`config.mk`:
```
export PLATFORM = sky130hd
export DESIGN_NAME = lcu_ram
export DESIGN_NICKNAME = d
export VERILOG_FILES = /design/src/hw/rtl/lcu_ram.sv
export SDC_FILE = /design/constraint.sdc
export NUM_CORES = 2
export LEC_CHECK = 0
export BUFFER_PORTS_ARGS = -buffer_cell sky130_fd_sc_hd__buf_2
export CORE_MARGIN = 5
export CORE_UTILIZATION = 30
export CTS_CLUSTER_SIZE = 16
export DETAILED_ROUTE_END_ITERATION = 16
export GPL_TIMING_DRIVEN = 0
export PLACE_DENSITY_LB_ADDON = 0.15
export SYNTH_ARGS = -nofsm -noshare
export SYNTH_HDL_FRONTEND = slang
export SYNTH_SLANG_ARGS = --single-unit
```
`constraint.sdc`:
```
create_clock -name clk -period 2.46 [get_ports clk]
set_clock_uncertainty 0.05 [all_clocks]
set_input_delay 0.246 -clock clk [delete_from_list [all_inputs] [get_ports clk]]
set_output_delay 0.246 -clock clk [all_outputs]
set_load 0.02 [all_outputs]
```
`src/hw/rtl/lcu_ram.sv`:
```
`timescale 1ns / 1ps
// Generic single-port RAM with registered read data.
// No dependencies.
module lcu_ram #(
  parameter int WIDTH = 8,
  parameter int DEPTH = 256
) (
  input  logic                     clk,
  input  logic                     we,
  input  logic [$clog2(DEPTH)-1:0] addr,
  input  logic [WIDTH-1:0]         wdata,
  output logic [WIDTH-1:0]         rdata
);

  logic [WIDTH-1:0] mem [DEPTH];

  always_ff @(posedge clk) begin
    if (we) begin
      mem[addr] <= wdata;
    end
    rdata <= mem[addr];
  end

endmodule

```
[Word level (Yosys, flattened, before mapping)]
Memories as Yosys holds them, arrays and structs flattened. A register that Yosys moved wholly into a read port is not among the register bits.
Cells that the tools add are included.
Word-level totals
  bits in registers: 0
  bits in writable memories: 2048
  bits of input ports: 18
  memories: 1
Memory list
  mem: depth 256, bits a word 8, read ports 1, clocked after Yosys merged registers in 1, write ports 1, line 15  | logic [WIDTH-1:0] mem [DEPTH];
Operators by class
  multiplexer cells: 2
Operator list (number)
  1-bit two-way mux: 2

[Depth between registers and ports, before layout]
  depth after elaboration: 2
  mapped depth: 10
  depth with buffers taken out: 5

[Least setup slack after synthesis]
No wires, ideal clock.
  kind: input -> register
  from: input addr[1]
  to: memory mem[111][0] (enable)
  library setup time: 0.370 ns
  arrival time: 2.095 ns
  required time: 2.040 ns
  setup slack: -0.055 ns
  cell stages on the path: 9
  path buffers: 5
  cell sequence: buf_2 clkbuf_1 clkbuf_1 nand2_1 buf_2 nor2_1 nand2_1 clkbuf_1 nor2_1
RTL lines
  start: declaration: line 10  | input logic [$clog2(DEPTH)-1:0] addr,
  end: declaration: line 15
Straight into the memory's write port.

==> impl_metrics.json <==
{
  "path_max_fanout": 1,
  "postSynthAreaPerCell_um2": 22.1,
  "met3_length_um": 13500,
  "end_kind": "flop",
  "post-route-util": 0.360,
  "dr.pass1.iters": 5,
  "insertion_delay_ps": 860,
  "clk_pin_slew_ps": 60,
  "power_per_cell_area_nw_per_um2": 796,
  "numCtsBuffers": 216,
  "nets": 3863,
  "critPathRequiredTime_ps": 2970,
  "drtIter0Drc": 3952,
  "areaGrowthSynthToFinish_pct": 19.2,
  "core_area_um2": 260000,
  "yosysMostFrequentCell": "edfxtp_1",
  "synthesis.instances": 3547,
  "synth_area_um2": 78500,
  "antenna_found_initial": 14,
  "ys_seq_area_frac": 0.786,
  "drc_errors": 0,
  "holdWs_ps": 215,
  "synth_nets": 3565,
  "p_leak_nw": 27.7,
  "async_reset_ff_frac": 0,
  "critPathMaxStageDelay_ps": 630,
  "met2_length_um": 115000,
  "cts_max_level": 4,
  "fmax_ghz": 0.351,
  "crit_type": "flop to flop",
  "post_drt_wl_per_cell_um": 32.1,
  "path_cells": "mux4_2 > a22oi_2 > a21oi_4 > o41ai_4 > nand4_1",
  "yosys_most_used_dff": "edfxtp_1",
  "power_mw": 74.4,
  "synth_top_area_share": 0.783,
  "yosys_warnings": 0,
  "cts_tree": "done",
  "synth_area_leaders": "edfxtp_1, mux4_2, a22oi_1",
  "finalWorstSetupSlack_ps": -386,
  "pin_count": 26,
  "status": "finished with violations",
  "layout-drive-gt1-share": 0.348,
  "crit_family": "compound AO/OA/AOI/OAI gates",
  "max_cap_viol_count": 0,
  "grt_pass1_vias": 39457,
  "stdcell_count": 7522,
  "finalSetupViolCount": 149,
  "period_needed_ps": 2850,
  "synth_edf_count": 2048,
  "reg2reg_slack_ps": -390,
  "rows": 187,
  "grt_max_degree": 143,
  "crit_buf_inv": 0,
  "yosysTopAreaCell": "edfxtp_1",
  "gp_congestion": 0.819,
  "hold_viol_final": 0,
  "pre_cts_ws_ps": -3150,
  "ir_drop_uv": 765,
  "worst_pin_slew_ps": 1360,
  "viasPerCell": 5.08,
  "dp_hpwl_um": 160000,
  "met1_length_um": 106000,
  "vias": 38206,
  "grt_first_pass_wirelength_um": 331000,
  "io_buffers": 21,
  "root_buffer": "clkbuf_16",
  "wirelength_um": 241000,
  "ys_seq_elements": 2056,
  "slowest_stage": "o41ai_4",
  "grt_overflow_total": 0,
  "slew_headroom": 0.0935,
  "hold_path_class": "input port to flop",
  "fp.dieH_um": 522,
  "arrival_ps": 3360,
  "ys_types": 22,
  "violations": "setup timing",
  "die_w_um": 522,
  "dr.max_layer_used": "met4",
  "start_util": 0.302,
  "cp-start-kind": "flop",
  "cts.sinks": 2056,
  "drtAntennaViolNets": 0,
  "die-area_um2": 272000,
  "dp.cells": 7105,
  "synth_common_cells": "edfxtp_1, mux4_2, a22oi_1",
  "period_share": 1.16,
  "clk_path_buf_depth": 3,
  "gr-usage-all-layers": 0.175,
  "grt_setup_unrepaired": "true",
  "slew_viol_final": 0
}
layer usage:
metal  global-route usage  vias up
li1                     -    15721
met1                0.245    21004
met2                0.282     1158
met3               0.0308      323
met4               0.0464        0
met5                    0        -
per-stage QoR:
| step | cell area, µm² | TNS [ps] |
|---|---|---|
| final | 93600 | -6410 |
| after global routing | 93500 | -2490 |
| after CTS | 93000 | -3160 |
| after detailed placement | 84100 | -4589140 |
| after global placement | 83000 | - |
| after floorplan | 78500 | -17320 |
cell type report:
cell class / count / area, µm²
fillers: 23968 / 166000
flip-flops and latches: 2056 / 61700
multi-input cells: 1258 / 17900
clock buffers: 281 / 5790
well taps: 3496 / 4370
plain buffers: 232 / 1480
repair buffers: 80 / 1360
clock inverters: 116 / 1010
diodes: 2 / 5.00
inverters: 1 / 3.75
cells in the final DEF (no fill, tap or decap), types with 33 or more instances in the layout:
cell type	count
a22oi_1	192
buf_4	43
nor2_2	65
clkbuf_1	117
buf_2	33
nor2_1	50
edfxtp_1	2048
clkbuf_2	48
a21oi_2	53
a21oi_1	67
nor2_4	117
a22oi_2	64
clkbuf_16	217
clkinv_1	57
mux4_2	512
state kept, by name, summed over array words and instances (netlist names):
register  cells
mem        2048
rdata         8
repair_timing:
action	4_1_cts	5_1_grt
gates resized for setup	543	131
endpoints found under the hold margin	312	0
hold buffers	8	0
buffers inserted	8	2
pin swaps	34	39
cloned	0	0
setup endpoints to repair	2048	610
worst paths after layout:
check	from	end	cells past startpoint
worst max register to register	mem[191][2]	rdata[2]	5
worst max-delay path	mem[191][2]	rdata[2]	5
worst min register to register	mem[10][2]	rdata[2]	5
worst min-delay path	wdata[6]	mem[83][6]	2
cells by family after synthesis:
group	after synthesis	synth area share
mux	512	0.147
compound gates	416	0.0362
buf+inv	233	0.0140
flops	2056	0.786
simple gates	330	0.0173
power by group:
group | internal [mW] | switching, mW
Combinational | 1.31 | 2.79
Sequential | 38.6 | 0.0222
Clock | 17.7 | 14.0
Note: power is estimated with default switching activity, not from simulation.
